[config.mk]
export PLATFORM = sky130hd
export DESIGN_NAME = ksp_locate
export DESIGN_NICKNAME = d
export VERILOG_FILES = /design/src/design/assert_macros.svh /design/src/design/ksp_pkg.sv /design/src/design/ksp_locate.sv
export SDC_FILE = /design/constraint.sdc
export NUM_CORES = 1
export LEC_CHECK = 0
export BUFFER_PORTS_ARGS = -buffer_cell sky130_fd_sc_hd__buf_2
export CORE_UTILIZATION = 46
export DETAILED_ROUTE_END_ITERATION = 7
export PLACE_DENSITY = 0.95
export SLEW_MARGIN = 20
export SYNTH_ARGS = -nofsm -noshare
export SYNTH_HDL_FRONTEND = slang
export SYNTH_SLANG_ARGS = --single-unit
[constraint.sdc]
create_clock -name i_clk -period 4.37 [get_ports i_clk]
set_clock_uncertainty 0.15 [all_clocks]
set_input_delay 0.437 -clock i_clk [delete_from_list [all_inputs] [get_ports i_clk]]
set_output_delay 0.437 -clock i_clk [all_outputs]
set_load 0.03 [all_outputs]
[src/design/assert_macros.svh]
// Shared assertion macros for the keyed stack design.
`ifndef ASSERT_MACROS_SVH
`define ASSERT_MACROS_SVH

// Same-cycle implication, checked outside reset.
`define KSP_ASSERT_NOW(lbl, clk, rst_n, ante, cons, msg) \
    lbl: assert property (@(posedge clk) disable iff (!rst_n) (ante) |-> (cons)) \
        else $error(msg);

// Next-cycle implication, checked outside reset.
`define KSP_ASSERT_NEXT(lbl, clk, rst_n, ante, cons, msg) \
    lbl: assert property (@(posedge clk) disable iff (!rst_n) (ante) |=> (cons)) \
        else $error(msg);

`endif

[src/design/ksp_pkg.sv]
package ksp_pkg;

    localparam int DEPTH   = 128;
    localparam int KEY_W   = 56;
    localparam int CNT_W   = $clog2(DEPTH + 1);
    localparam int POS_W   = $clog2(DEPTH);
    localparam int GRP_SZ  = 8;
    localparam int LO_W    = 3;
    localparam int GRP_N   = (DEPTH + GRP_SZ - 1) / GRP_SZ;
    localparam int GRP_IW  = (GRP_N > 1) ? $clog2(GRP_N) : 1;
    localparam int ABOVE_W = 7;
    localparam int OCC_W   = 8;
    localparam int STAT_W  = 2;

    typedef logic [KEY_W-1:0] t_key;

    localparam logic REQ_PUSH   = 1'b0;
    localparam logic REQ_REMOVE = 1'b1;

    localparam logic [STAT_W-1:0] ST_PUSHED    = 2'd0;
    localparam logic [STAT_W-1:0] ST_FULL      = 2'd1;
    localparam logic [STAT_W-1:0] ST_REMOVED   = 2'd2;
    localparam logic [STAT_W-1:0] ST_NOT_FOUND = 2'd3;

    // per-cell controls from the sequencer
    typedef struct packed {
        logic cmp_en;   // capture compare result
        logic live;     // cell lies below the top of stack
        logic load;     // take the pushed key
        logic shift;    // take the key of the cell above
    } t_cell_ctl;

endpackage

[src/design/ksp_locate.sv]
module ksp_locate (
    input  logic                      i_clk,
    input  logic                      i_grp_en,
    input  logic [ksp_pkg::DEPTH-1:0] i_match,
    output logic                      o_found,
    output logic [ksp_pkg::POS_W-1:0] o_pos
);
    import ksp_pkg::*;

    logic [GRP_N*GRP_SZ-1:0] w_pad;
    logic [GRP_N-1:0]        w_gany;
    logic [GRP_IW-1:0]       w_top_grp;
    logic [GRP_N-1:0]        r_gany;
    logic [GRP_IW-1:0]       r_top_grp;
    logic                    r_found;
    logic [GRP_SZ-1:0]       w_sel;
    logic [LO_W-1:0]         w_lo;
    logic [GRP_IW+LO_W-1:0]  w_pos_wide;

    assign w_pad = (GRP_N*GRP_SZ)'(i_match);

    // stage 1: which group of eight holds the topmost match
    always_comb begin
        w_top_grp = '0;
        for (int g = 0; g < GRP_N; g++) begin
            w_gany[g] = |w_pad[g*GRP_SZ +: GRP_SZ];
            if (w_gany[g]) begin
                w_top_grp = GRP_IW'(g);
            end
        end
    end

    always_ff @(posedge i_clk) begin
        if (i_grp_en) begin
            r_gany    <= w_gany;
            r_top_grp <= w_top_grp;
            r_found   <= |w_gany;
        end
    end

    // stage 2: topmost match inside that group
    assign w_sel = w_pad[r_top_grp*GRP_SZ +: GRP_SZ];

    always_comb begin
        w_lo = '0;
        for (int k = 0; k < GRP_SZ; k++) begin
            if (w_sel[k]) begin
                w_lo = LO_W'(k);
            end
        end
    end

    assign w_pos_wide = {r_top_grp, w_lo};
    assign o_pos      = POS_W'(w_pos_wide);
    assign o_found    = r_found && r_gany[r_top_grp];

endmodule

==> results.ini, run 1 <==
[run_status]
status=finished clean

[power_and_ir_drop]
power_mw=0.583
clockPowerShare=0.218
internal-power_mw=0.409
sw_frac_of_total=0.299
leakage_nw=1.14
pwr_density_cell_nw_per_um2=206
comb_power_share=0.369
ir_drop_v=0.000120
power.switching_mw=0.174
pwr-share-seq=0.414

[yosys]
syn_avg_cell_area_um2=12.7
ys.flop_type=edfxtp_1
ys_ff_latch=21
postSynthCellCount=164
yosys_warnings=0
synth.distinct_cells=28
syn_nets=294
synth_edf_count=21
ys_seq_area_frac=0.302
synth_area_um2=2090
async_flop_share=0

[job]
maxCapViolCount=0

[sta]
rsz0062_at_grt=false
slew_headroom=0.338
final-max-slew-violation-count=0
fin_crit_ps=3630
worst_slack_ps=741
period_share=0.830
fin_setup_tns_ps=0
max_freq_mhz=276
finalHoldViolCount=0
setup_viol=0
whs_ps=349
worstMarginPinSlew_ps=993

[detailed_routing]
dr.pass1.iters=8
drc=0
wirelength_mm=7.26
vias=2347
via_per_inst=6.71
drt_iter0_drc=310
wl_per_cell_um=20.7
ant_nets=0

[floorplanning]
fp.coreArea_um2=4350
die_area_um2=4820
die_h_um=69.4
io_pins=138
start_util=0.480
die_w_um=69.4
rows=24

[global_routing]
grt_max_degree=34
antenna_found_initial=0
grt_pass1_wl_mm=11.1
grt_pass1_vias=2255
grt_use_total=0.301
overflow=0

[finish]
diodes=0
final_cells=350
drive_gt1_frac=0.574
final_nets=429
final_cell_mix=buf_2, nor4_1, mux4_2
synthToLayoutAreaGrowth_pct=35.1
final_common_cell=buf_2

[clock_tree]
h-tree-depth=1
cts_root_buf=clkbuf_8
cts_num_sinks=21
cts_buffers=3
hold_buffers=0
cts_resized=0
cts_tree=built
path_clk_slew_ps=80
cts_buffer_depth=2
post_cts_buffers=0

[setup_path]
path_max_fanout=20
crit_required_ps=3780
start_kind=register
cp.arrival_ps=3040
critPathKind=register to output pin
end_kind=output pin

[place]
dp_hpwl_mm=6.11
io_buffers=137
dp_cells=346
place_ws_ps=1020
place.gp.congestion=0.900

[worst_hold_path]
hold_path_class=input pin to register

-- cell usage after synthesis, types with 2 or more instances --
master	n	area share
nor4_1	35	0.10
edfxtp_1	21	0.30
a22oi_1	8	0.029
mux4_1	8	0.10
inv_1	2	0.0036
buf_6	3	0.016
mux4_2	27	0.29
buf_2	4	0.0096
nand2_1	22	0.039
o31ai_1	2	0.0072
nor2_1	9	0.016
and2_1	2	0.0060
a31oi_1	4	0.012
nor2b_1	2	0.0060
o21ai_0	2	0.0048
-- routing by layer --
layer / global-route usage / part of all wire
met4: 0.102 / 0.028
met3: 0.0596 / 0.11
met2: 0.545 / 0.52
met5: 0 / 0
met1: 0.355 / 0.34
-- cell type report --
cell class	instances	area, µm²
Clock inverter	1	5.00
Clock buffer	3	41.3
Tap cell	52	65.1
Fill cell	331	1530
Sequential cell	21	631
Multi-Input combinational cell	132	1380
Timing Repair Buffer	139	701
Inverter	2	7.51
-- flip-flops by register name, summed over array words and instances (netlist names) --
name       flops
r_gany        16
r_found        1
r_top_grp      4
-- kinds of logic (layout without fill, tap and decap cells) --
family          after synthesis  in the layout  synth area share
compound gates               23             23            0.0808
flops                        21             21             0.302
buf+inv                      11            145            0.0407
simple gates                 74             74             0.186
mux                          35             35             0.391
-- critical path, stage by stage (launching register included) --
cell	delay (ps)
edfxtp_1	1010
buf_4	380
mux4_1	580
mux4_2	470
and2_1	170
buf_2	170
-- metrics by stage --
| stage | utilization | instance area [µm²] |
|---|---|---|
| after global routing | 0.649 | 2830 |
| final | 0.649 | 2830 |
| after detailed placement | 0.638 | 2780 |
| after CTS | 0.649 | 2830 |
| after floorplan | - | 2090 |
| after global placement | 0.638 | 2780 |
-- power by group through the flow --
stage,Clock [mW],Combinational (mW),Sequential [mW]
after floorplan,0,0.115,0.243
after CTS,0.126,0.213,0.241
after detailed placement,0,0.212,0.246
after global placement,0,0.205,0.245
after global routing,0.133,0.228,0.242
final,0.127,0.215,0.241
-- path summary, 6_finish.rpt --
path                         start        end  slack (ps)  cells past startpoint
worst max-delay path  r_top_grp[0]    o_found         740                      5
worst min-delay path    i_match[0]  r_gany[0]         350                      3
(Power assumes the default switching activity.)
==> run 2, diff against run 1 <==
CORE_UTILIZATION = 43   (was 46)
PLACE_DENSITY = 0.92   (was 0.95)
clock period = 3.45 ns   (was 4.37 ns; I/O delays follow)
==> run 2 against run 1 <==
  * Cell count grew 1.1%
  * Die area increased by 6.8%
  * Sequential power is 25% higher
  * Clock-buffer cell count is the same
  * Non-clock buffer count up 2
  * Combinational power increased by 33%
  * Sequential share of layout area fell by 0.23 points
  * Routed wire length up 6.2%
  * Flip-flop and latch count unchanged
  * Clock power rose by 25%
  * Largest cell class unchanged
==> results.ini, run 2 (synthesis gave the netlist of run 1 again) <==
[global_routing]
grt_pass1_vias=2300
antenna_found_initial=0
grt_pass1_wl_mm=11.3
grt_use_total=0.299
overflow=0
grt_max_degree=22

[clock_tree]
cts_root_buf=clkbuf_8
h-tree-depth=1
cts_resized=0
cts_buffers=3
cts_buffer_depth=2
cts_num_sinks=21
post_cts_buffers=0
path_clk_slew_ps=70
cts_tree=built
hold_buffers=0

[sta]
finalHoldViolCount=0
whs_ps=246
max_freq_mhz=317
final-max-slew-violation-count=0
fin_crit_ps=3150
setup_viol=0
period_share=0.914
rsz0062_at_grt=false
slew_headroom=0.572
fin_setup_tns_ps=0
worstMarginPinSlew_ps=636
worst_slack_ps=295

[detailed_routing]
wirelength_mm=7.71
vias=2418
via_per_inst=6.83
drc=0
wl_per_cell_um=21.8
dr.pass1.iters=5
ant_nets=0
drt_iter0_drc=270

[worst_hold_path]
min_to=r_gany[0]
whs_path_depth=3
hold_path_class=input pin to register
min-delay-start=i_match[0]

[setup_path]
max_stage_delay_ps=600
cp.arrival_ps=2660
cpLargestDelayFamily=flip-flops
crit_path_top_delay_cell=edfxtp_1
end_kind=output pin
critPathKind=register to output pin
path_buf_inv=2
start_kind=register
crit_chain=buf_4 > mux4_1 > a22oi_1 > nand2_1 > and2b_1 > o21ai_0 > nand2_1 > buf_2
path_max_fanout=8
crit_top_cell=nand2_1
crit_required_ps=2950

[power_and_ir_drop]
clockPowerShare=0.213
pwr-share-seq=0.405
sw_frac_of_total=0.301
pwr_density_cell_nw_per_um2=261
power.switching_mw=0.225
internal-power_mw=0.521
ir_drop_v=0.000137
leakage_nw=1.16
power_mw=0.746
comb_power_share=0.382

[run_status]
status=finished clean

[place]
dpl-instance-area_um2=2810
dp_hpwl_mm=6.52
io_buffers=137
place.gp.congestion=0.898
place_ws_ps=638

[floorplanning]
die_h_um=71.7
die_area_um2=5150
rows=25
start_util=0.446
die_w_um=71.7
fp.coreArea_um2=4690
io_pins=138

[job]
maxCapViolCount=0

[finish]
top_register=r_gany
largest_reg_flops=16
diodes=0
reg.largest.list=r_gany (16), r_top_grp (4), r_found (1)
synthToLayoutAreaGrowth_pct=36.6
final_nets=431
final_cell_mix=buf_2, nor4_1, mux4_2
fillers=382
fin_area_um2=2860
drive_gt1_frac=0.577
final_common_cell=buf_2

[run 2: changes by cell type in the layout (fill, tap and decap cells not counted), sizes merged]
cell  before  now
buf      139  141
[run 2: worst max path at each step]
stage                  from        to  slack, ps  depth (start not counted)
5_1_grt        r_top_grp[0]  o_pos[0]        170                          7
2_1_floorplan  r_top_grp[1]  o_pos[0]        570                          5
6_report       r_top_grp[0]  o_pos[1]        300                          8
4_1_cts        r_top_grp[0]  o_pos[0]        350                          5
3_3_place_gp   r_top_grp[0]  o_pos[0]        730                          8
3_5_place_dp   r_top_grp[0]  o_pos[0]        640                          5
[run 2: cell type report]
class	count	area, µm²	share of cell area
multi-input cells	132	1380	0.482
clock inverters	1	5.00	0.00175
clock buffers	3	41.3	0.0145
inverters	2	7.51	0.00263
flip-flops and latches	21	631	0.221
repair buffers	141	728	0.255
well taps	54	67.6	0.0237
[run 2: routing by layer]
metal / vias to the layer above / part of all wire / GRT usage
met1: 1115 / 0.35 / 0.380
li1: 1018 / - / -
met4: 0 / 0.032 / 0.122
met5: - / 0 / 0
met3: 39 / 0.12 / 0.0506
met2: 246 / 0.49 / 0.510
[run 2: power groups by stage]
stage	Sequential [mW]	Clock, mW	Combinational (mW)
2_1_floorplan	0.307	0	0.145
3_3_place_gp	0.306	0	0.271
3_5_place_dp	0.308	0	0.279
4_1_cts	0.302	0.160	0.279
5_1_grt	0.303	0.172	0.300
6_report	0.302	0.159	0.285
[run 2: tightest hold or removal path, stage by stage]
cell and delay (ps):
buf_2 80, nor4_1 30, nand2_1 80
[run 2: metrics by stage]
stage	instances	util
3_3_place_gp	350	0.599
5_1_grt	354	0.609
2_1_floorplan	164	-
6_report	354	0.609
4_1_cts	354	0.609
3_5_place_dp	350	0.599
