## config.mk

```make
export PLATFORM = sky130hd
export DESIGN_NAME = ksp_cell
export DESIGN_NICKNAME = d
export VERILOG_FILES = /design/src/design/assert_macros.svh /design/src/design/ksp_pkg.sv /design/src/design/ksp_cell.sv
export SDC_FILE = /design/constraint.sdc
export NUM_CORES = 1
export LEC_CHECK = 0
export BUFFER_PORTS_ARGS = -buffer_cell sky130_fd_sc_hd__buf_2
export CAP_MARGIN = 20
export CORE_MARGIN = 2
export CORE_UTILIZATION = 46
export CTS_BUF_LIST = sky130_fd_sc_hd__clkbuf_8
export DETAILED_ROUTE_END_ITERATION = 10
export PLACE_DENSITY_LB_ADDON = 0.1
export SYNTH_ARGS = -nofsm -noshare
export SYNTH_HDL_FRONTEND = slang
export SYNTH_SLANG_ARGS = --single-unit
```

## constraint.sdc

```tcl
create_clock -name i_clk -period 2.72 [get_ports i_clk]
set_input_delay 0.272 -clock i_clk [delete_from_list [all_inputs] [get_ports i_clk]]
set_output_delay 0.272 -clock i_clk [all_outputs]
set_load 0.05 [all_outputs]
```

## src/design/assert_macros.svh

```systemverilog
// Shared assertion macros for the keyed stack design.
`ifndef ASSERT_MACROS_SVH
`define ASSERT_MACROS_SVH

// Same-cycle implication, checked outside reset.
`define KSP_ASSERT_NOW(lbl, clk, rst_n, ante, cons, msg) \
    lbl: assert property (@(posedge clk) disable iff (!rst_n) (ante) |-> (cons)) \
        else $error(msg);

// Next-cycle implication, checked outside reset.
`define KSP_ASSERT_NEXT(lbl, clk, rst_n, ante, cons, msg) \
    lbl: assert property (@(posedge clk) disable iff (!rst_n) (ante) |=> (cons)) \
        else $error(msg);

`endif

```

## src/design/ksp_pkg.sv

```systemverilog
package ksp_pkg;

    localparam int DEPTH   = 128;
    localparam int KEY_W   = 56;
    localparam int CNT_W   = $clog2(DEPTH + 1);
    localparam int POS_W   = $clog2(DEPTH);
    localparam int GRP_SZ  = 8;
    localparam int LO_W    = 3;
    localparam int GRP_N   = (DEPTH + GRP_SZ - 1) / GRP_SZ;
    localparam int GRP_IW  = (GRP_N > 1) ? $clog2(GRP_N) : 1;
    localparam int ABOVE_W = 7;
    localparam int OCC_W   = 8;
    localparam int STAT_W  = 2;

    typedef logic [KEY_W-1:0] t_key;

    localparam logic REQ_PUSH   = 1'b0;
    localparam logic REQ_REMOVE = 1'b1;

    localparam logic [STAT_W-1:0] ST_PUSHED    = 2'd0;
    localparam logic [STAT_W-1:0] ST_FULL      = 2'd1;
    localparam logic [STAT_W-1:0] ST_REMOVED   = 2'd2;
    localparam logic [STAT_W-1:0] ST_NOT_FOUND = 2'd3;

    // per-cell controls from the sequencer
    typedef struct packed {
        logic cmp_en;   // capture compare result
        logic live;     // cell lies below the top of stack
        logic load;     // take the pushed key
        logic shift;    // take the key of the cell above
    } t_cell_ctl;

endpackage

```

## src/design/ksp_cell.sv

```systemverilog
module ksp_cell (
    input  logic               i_clk,
    input  ksp_pkg::t_cell_ctl i_ctl,
    input  ksp_pkg::t_key      i_bcast_key,
    input  ksp_pkg::t_key      i_up_key,
    output ksp_pkg::t_key      o_key,
    output logic               o_match
);
    import ksp_pkg::*;

    t_key r_key;
    logic r_match;

    always_ff @(posedge i_clk) begin
        if (i_ctl.load) begin
            r_key <= i_bcast_key;
        end else if (i_ctl.shift) begin
            r_key <= i_up_key;
        end
        if (i_ctl.cmp_en) begin
            r_match <= i_ctl.live && (r_key == i_bcast_key);
        end
    end

    assign o_key   = r_key;
    assign o_match = r_match;

endmodule

```

==> results.yml, run 1 <==
yosys:
  synth_compound_area_share_pct: 4.07
  ys_warn_count: 0
  syn_inst: 210
  muxShareOfSynthArea_pct: 20.7
  seq_area_frac_synth_pct: 56.2
  ys_ff_latch: 57
  yosys.area_share.adder_pct: 0
  synth_top_family_by_area: "multiplexers"
  syn_area_per_cell_um2: 14.5
  yosys.area_share.xor_xnor_pct: 11.5
  yosys-top-cells-area: "edfxtp_1, mux2_2, xor2_1"
  synth_top_area_cell: "edfxtp_1"
  synth_top_cell_area_share_pct: 56.2
  ys_types: 26
  synth-simple-area-share_pct: 4.72
  netlist_area_um2: 3050
  synth_fp_nets: 327
clocking:
  cts_hold_buf: 0
  clk_latency_ns: 0.33
  clkSinkCount: 57
  cts_resized: 0
  clock-root-buffer: "clkbuf_8"
  clock_path_buffers: 2
  numCtsBuffers: 9
  cts_htree_levels: 3
  postCtsSetupRepairBufs: 0
  cts_tree: "built"
  clkTransAtPathRegs_ns: 0.06
pwr:
  powerDensity_nw_per_um2: 607
  vdd_drop_max_v: 0.000378
  p_total_mw: 2.53
  p_leak_nw: 1.85
setup_path:
  crit_path_end_kind: "register"
  cp_max_fo: 2
  path_class: "register to register"
  r2r-end: "o_match$_DFFE_PP_"
  cp-start-kind: "register"
  crit_start: "o_key[53]$_DFFE_PP_"
  critPathCapture: "o_match$_DFFE_PP_"
  reg2reg_depth: 5
  cp.arrival_ns: 1.97
  crit_required_ns: 2.87
  regToRegStartpoint: "o_key[53]$_DFFE_PP_"
  reg2reg_slack_ns: 0.91
detailed_routing:
  ant_nets: 0
  drt-wirelength-per-cell_um: 15.8
  drt_iter0_markers: 84
  firstDrtPassIters: 5
  vias_per_cell: 5.02
  drcViolationCount: 0
  via_count: 2370
  finalWirelength_um: 7450
floorplan:
  die_x_um: 85.4
  start_util_pct: 47.7
  core_area_um2: 6390
  chipHeight_um: 85.4
  fp.dieArea_um2: 7290
  rows: 29
  ios: 174
final_layout:
  syn_to_final_growth_pct: 36.7
  fin_nets: 508
  final_area_um2: 4160
  mostFrequentLayoutCell: "buf_2"
  fillers: 534
  drive_gt1_share_pct: 62.3
  antenna_cells: 0
  most-common-layout-cells: "buf_2, edfxtp_1, mux2_2"
timing:
  clock_skew_ns: 0.00735
  worstMarginPinSlew_ns: 0.420
  layout_min_cycle_time_ns: 1.81
  fmax_mhz: 552
  rsz0062_at_grt: "no"
  hold_viol: 0
  setup_viol: 0
  tns_ns: 0
  slew_viol_final: 0
  slew_headroom_pct: 72.0
  fin_crit_sh_pct: 66.6
global_routing:
  grt_max_degree: 44
  gr-total-overflow: 0
  grt_util_all_layers_pct: 20.3
  antenna_found_initial: 0
  grt_pass1_wl_um: 11300
  grt_pass1_vias: 2429
flow_run:
  cap_violations: 0
place:
  place_area_um2: 4020
  dp_hpwl_um: 5820
  gp_congestion: 0.827
  port_buffers: 173
hold_path:
  hp-class: "input port to register"
  hold_depth: 1
outcome:
  status: "completed"
## how the worst min path moves through the flow
| stage | from | slack [ns] | end |
|---|---|---|---|
| floorplan | i_ctl[3] | 0.38 | o_match$_DFFE_PP_ |
| global placement | i_ctl[3] | 0.47 | o_match$_DFFE_PP_ |
| detailed placement | i_ctl[3] | 0.47 | o_match$_DFFE_PP_ |
| CTS | i_ctl[3] | 0.14 | o_match$_DFFE_PP_ |
| global route | i_ctl[3] | 0.13 | o_match$_DFFE_PP_ |
| finish | i_ctl[3] | 0.15 | o_match$_DFFE_PP_ |
## registers in the layout (all words and copies together) (netlist names)
signal / cells
o_match: 1
o_key: 56
## cell type report
| type | count | area (um2) | share of cell area (%) |
|---|---|---|---|
| timing repair buffer | 176 | 901 | 21.6 |
| tap | 77 | 96.3 | 2.31 |
| inverter | 16 | 60.1 | 1.44 |
| clock inverter | 6 | 22.5 | 0.541 |
| multi-input combinational | 131 | 1250 | 30.0 |
| sequential | 57 | 1710 | 41.1 |
| clock buffer | 9 | 124 | 2.97 |
## worst max-delay path, cell delays in order (launching register included)
cell and delay (ns):
edfxtp_1 0.40, xor2_1 0.18, nor4_1 0.33, nand4_1 0.15, or4_1 0.45, nor4_2 0.14
## power breakdown
part           leakage (nW)  switching (mW)  total (mW)  internal, mW
combinational          1.18           0.516       0.771         0.255
sequential            0.580          0.0588        1.14          1.08
clock                0.0929           0.309       0.615         0.305
## metrics by stage
stage,util (%),hold WS [ns],instances,worst slack [ns]
after floorplan,-,0.384,210,0.728
after CTS,65.2,0.135,472,0.842
after global placement,62.9,0.472,457,0.939
final,65.2,0.146,472,0.907
after detailed placement,62.9,0.474,457,0.855
after global routing,65.2,0.128,472,0.728
## cells in the mapped netlist
cell	number
mux2_2	56
nand4_1	5
inv_2	2
nand4bb_1	1
edfxtp_1	57
o2bb2ai_1	2
o22ai_1	6
a22oi_1	2
nor3_1	1
o2111ai_1	1
or4_1	1
nor4_2	1
nand3_1	1
or2_2	1
clkbuf_1	3
nor2_1	1
a222oi_1	1
xor2_1	23
xnor2_1	17
a221oi_1	3
buf_2	3
a2bb2oi_1	1
nand4_4	1
nor4b_1	1
inv_1	14
nor4_1	5
## metal layers
layer | vias up | routed length, um | GRT usage (%)
li1 | 1161 | - | -
met1 | 1090 | 2980 | 24.4
met2 | 107 | 3780 | 34.4
met3 | 12 | 573 | 5.93
met4 | 0 | 116 | 7.50
met5 | - | 0 | 0
## cells by family after synthesis
kind of cell,Yosys count
AO/OA/AOI/OAI,16
AND/OR/NAND/NOR,19
XOR/XNOR,40
multiplexers,56
flip-flops,57
buffers and inverters,22
Power figures use the tool's default switching activity.
==> run 2: changes to the inputs <==
ABC_AREA = 1   (was default)
CORE_UTILIZATION = 47   (was 46)
clock period = 1.7 ns   (was 2.72 ns; I/O delays follow)
==> results.yml, run 2 <==
timing:
  hold_slack_ns: 0.0442
  clock_skew_ns: 0.00578
  layout_min_cycle_time_ns: 1.32
  hold_viol: 0
  worstMarginPinSlew_ns: 0.412
  fmax_mhz: 757
  setup_viol: 0
  slew_viol_final: 0
  slew_headroom_pct: 72.5
  fin_crit_sh_pct: 77.7
  tns_ns: 0
  rsz0062_at_grt: "no"
flow_run:
  cap_violations: 0
final_layout:
  mostFrequentLayoutCell: "nand2_1"
  fin_nets: 743
  syn_to_final_growth_pct: 34.9
  most-common-layout-cells: "nand2_1, buf_2, inv_1"
  antenna_cells: 0
  seq_area_um2: 1710
  largest_reg_flops: 56
  drive_gt1_share_pct: 32.6
  fillers: 651
  multi_input_area_um2: 1280
yosys:
  synth-simple-area-share_pct: 26.9
  ys_ff_latch: 57
  yosys.area_share.xor_xnor_pct: 3.15
  yosys.area_share.adder_pct: 0
  synth_commonest_cells: "nand2_1, inv_1, edfxtp_1"
  muxShareOfSynthArea_pct: 0
  synthMostInstantiatedCell: "nand2_1"
  synth_top_area_cell: "edfxtp_1"
  synthArstFlopShare_pct: 0
  syn_inst: 448
  syn_area_per_cell_um2: 7.45
  synthFlopType: "edfxtp_1"
  seq_area_frac_synth_pct: 51.3
  synth_compound_area_share_pct: 8.39
  ys_types: 15
  yosys-top-cells-area: "edfxtp_1, nand2_1, inv_1"
  synth_fp_nets: 565
  synth_top_family_by_area: "simple AND/OR/NAND/NOR gates"
  synth_top_cell_area_share_pct: 51.3
  synth_edf_count: 57
  netlist_area_um2: 3340
  ys_warn_count: 0
setup_path:
  path_class: "register to register"
  cp_max_fo: 3
  crit_required_ns: 1.90
  cp.arrival_ns: 1.52
  cp-start-kind: "register"
  crit_path_end_kind: "register"
place:
  gp_congestion: 0.828
  port_buffers: 173
  dp_hpwl_um: 7410
clocking:
  clock-root-buffer: "clkbuf_8"
  cts_hold_buf: 0
  cts_htree_levels: 3
  cts_resized: 0
  clock_path_buffers: 2
  postCtsSetupRepairBufs: 0
  clkTransAtPathRegs_ns: 0.07
  numCtsBuffers: 9
  clkSinkCount: 57
  cts_tree: "built"
  clk_latency_ns: 0.33
floorplan:
  ios: 174
  die_x_um: 88.3
  core_area_um2: 6830
  chipHeight_um: 88.3
  fp.dieArea_um2: 7800
  start_util_pct: 48.9
  rows: 30
global_routing:
  grt_util_all_layers_pct: 23.7
  grt_max_degree: 40
  gr-total-overflow: 0
  grt_pass1_wl_um: 14000
  grt_pass1_vias: 3154
  antenna_found_initial: 0
detailed_routing:
  vias_per_cell: 4.65
  m1WireLength_um: 3870
  finalWirelength_um: 9260
  routed-wl-met3_um: 718
  firstDrtPassIters: 4
  drt_iter0_markers: 211
  dr.max_layer_used: "met4"
  wl_met2_um: 4560
  drcViolationCount: 0
  drt-wirelength-per-cell_um: 12.7
  via_count: 3383
  ant_nets: 0
hold_path:
  hp-class: "input port to register"
outcome:
  status: "completed"
pwr:
  vdd_drop_max_v: 0.000562
  powerDensity_nw_per_um2: 930
  p_leak_nw: 2.44
-- run 2: report_power, final --
| part | total [mW] | internal (mW) | switching [mW] |
|---|---|---|---|
| registers | 1.83 | 1.73 | 0.0981 |
| logic | 1.32 | 0.375 | 0.948 |
| clock network | 1.04 | 0.500 | 0.536 |
-- run 2: kinds of logic after synthesis --
| logic type | after synthesis |
|---|---|
| xor gates and xnor gates | 12 |
| AOI/OAI and AO/OA | 56 |
| and+or+nand+nor | 234 |
| DFF | 57 |
| buffers and inverters | 89 |
-- run 2: critical path: stages, from the launching register on --
cell      delay (ns)
edfxtp_1        0.41
inv_1           0.07
nand2_1         0.05
nand2_1         0.05
nand2_1         0.05
nor2_1          0.14
nand2_1         0.08
nor2_1          0.15
nand3_1         0.10
nor2_2          0.11
-- run 2: worst paths after layout --
kind | startpoint | end | slack (ns) | cells past startpoint
worst max-delay path | o_key[28]$_DFFE_PP_ | o_match$_DFFE_PP_ | 0.38 | 9
worst min-delay path | i_ctl[3] | o_match$_DFFE_PP_ | 0.04 | 1
worst max register to register | o_key[28]$_DFFE_PP_ | o_match$_DFFE_PP_ | 0.38 | 9
worst min register to register | o_key[40]$_DFFE_PP_ | o_match$_DFFE_PP_ | 0.85 | 7
-- run 2: final cells by class --
cell class | count | share of cell area, %
clock buffers | 9 | 2.75
clock inverters | 7 | 0.666
inverters | 77 | 6.41
multi-input cells | 302 | 28.5
flip-flops and latches | 57 | 38.0
well taps | 96 | 2.67
repair buffers | 179 | 21.0
-- run 2: stage by stage --
step           util (%)  instance area (um2)  total power, mW  worst slack (ns)  instances
3_3_place_gp       63.7                 4350             3.17             0.416        711
2_1_floorplan         -                 3340             2.76             0.287        448
4_1_cts            66.0                 4510             4.22             0.385        727
5_1_grt            66.0                 4510             4.39             0.282        727
6_report           66.0                 4510             4.19             0.379        727
3_5_place_dp       63.7                 4350             3.19             0.406        711
-- run 2: per-layer routing --
layer | up-vias | GRT usage (%)
met5 | - | 0
met4 | 0 | 7.30
met3 | 9 | 6.25
met2 | 132 | 40.1
met1 | 1498 | 29.8
li1 | 1744 | -
==> run 3: changes to the inputs <==
CORE_UTILIZATION = 42   (was 47)
clock period = 1.05 ns   (was 1.7 ns; I/O delays follow)
==> results.yml, run 3 (synthesized netlist as in run 2, its figures left out) <==
global_routing:
  grt_util_all_layers_pct: 23.0
  grt_pass1_vias: 3393
  grt_pass1_wl_um: 15600
  antenna_found_initial: 0
  grt_max_degree: 54
  gr-total-overflow: 0
detailed_routing:
  vias_per_cell: 4.55
  finalWirelength_um: 9830
  drt_iter0_markers: 129
  ant_nets: 0
  drt-wirelength-per-cell_um: 13.0
  via_count: 3432
  firstDrtPassIters: 4
  drcViolationCount: 0
timing:
  worstMarginPinSlew_ns: 0.289
  hold_viol: 0
  slew_viol_final: 0
  fin_crit_sh_pct: 123
  slew_headroom_pct: 80.5
  clock_skew_ns: 0.00791
  setup_slack_ns: -0.242
  layout_min_cycle_time_ns: 1.29
  setup_viol: 17
  rsz0062_at_grt: "yes"
  hold_slack_ns: 0.0394
  fmax_mhz: 774
floorplan:
  start_util_pct: 43.2
  ios: 174
  core_area_um2: 7730
  rows: 32
  die_x_um: 93.2
  chipHeight_um: 93.2
  fp.dieArea_um2: 8680
setup_path:
  path_class: "register to register"
  slowest_stage: "edfxtp_1"
  crit_required_ns: 1.24
  cp_cell_sequence: "inv_1 > nand2_1 > nand2_1 > nand2_1 > nor2_1 > nand2_1 > nor2_2 > nand3_1 > nor2_2"
  cp_num_buf_inv: 1
  cp_max_fo: 3
  cp-start-kind: "register"
  cp.arrival_ns: 1.48
  cpMostUsedCell: "nand2_1"
  cpPeakStageDelay_ns: 0.42
  cp_top_family: "simple AND/OR/NAND/NOR gates"
  crit_path_end_kind: "register"
clocking:
  clock_path_buffers: 2
  cts_tree: "built"
  clk_latency_ns: 0.33
  clkTransAtPathRegs_ns: 0.07
  cts_htree_levels: 3
  clock-root-buffer: "clkbuf_8"
  clkSinkCount: 57
  numCtsBuffers: 9
place:
  placed_cells: 737
  pre_cts_slack_ns: -0.304
  dp_hpwl_um: 7550
  gp_congestion: 0.798
  port_buffers: 173
final_layout:
  antenna_cells: 0
  fin_nets: 765
  mostFrequentLayoutCell: "nand2_1"
  largest_reg_flops: 56
  syn_to_final_growth_pct: 54.9
  utilization_pct: 66.9
  seq_area_um2: 1710
  most-common-layout-cells: "nand2_1, buf_2, inv_1"
  fin_cells: 755
  fillers: 695
  multi_input_area_um2: 1290
  drive_gt1_share_pct: 35.2
pwr:
  powerDensity_nw_per_um2: 1460
  p_leak_nw: 2.72
  p_total_mw: 7.57
  vdd_drop_max_v: 0.00116
hold_path:
  hp-class: "input port to register"
flow_run:
  cap_violations: 0
outcome:
  status: "finished with violations"
  violations: "negative setup slack"
run 3: worst paths after layout:
check	startpoint	to	slack, ns	cells past startpoint
setup / recovery	o_key[42]$_DFFE_PP_	o_match$_DFFE_PP_	-0.24	9
setup reg to reg	o_key[42]$_DFFE_PP_	o_match$_DFFE_PP_	-0.24	9
hold reg to reg	o_key[40]$_DFFE_PP_	o_match$_DFFE_PP_	0.90	7
hold / removal	i_up_key[52]	o_key[52]$_DFFE_PP_	0.04	3
run 3: cell type report:
cell class | count | share of cell area [%]
Inverter | 77 | 5.59
Timing Repair Buffer | 201 | 30.4
Clock inverter | 7 | 1.06
Multi-Input combinational cell | 302 | 25.0
Sequential cell | 57 | 33.1
Clock buffer | 9 | 2.39
Tap cell | 102 | 2.47
run 3: timing repair:
action                     4_1_cts  5_1_grt
hold buffers                     1        0
hold endpoints to repair         1        0
gates resized for setup        123       18
setup buffers                    0        3
setup endpoints to repair       57       54
cloned                           0        0
run 3: where the power goes:
part	internal, mW	total (mW)	switching, mW
clock network	1.05	1.91	0.856
logic	1.05	2.64	1.58
registers	2.81	3.03	0.218
total	4.92	7.57	2.66
run 3: stage by stage:
stage	cell area (um2)	setup TNS, ns
after floorplan	3340	-0.334
after global placement	4540	-0.280
after detailed placement	4540	-0.304
after CTS	5120	-1.66
after global routing	5170	-2.54
final	5170	-1.30
run 3: tightest hold or removal path, delay by kind of cell:
family	cells	cell delay [ns]
buf+inv	1	0.07
simple gates	2	0.08
run 3: per-layer routing:
layer	global-route usage (%)	share of wire [%]
met5	0	0
met1	29.7	42
met4	6.99	1.3
met3	4.03	7.3
met2	39.6	49
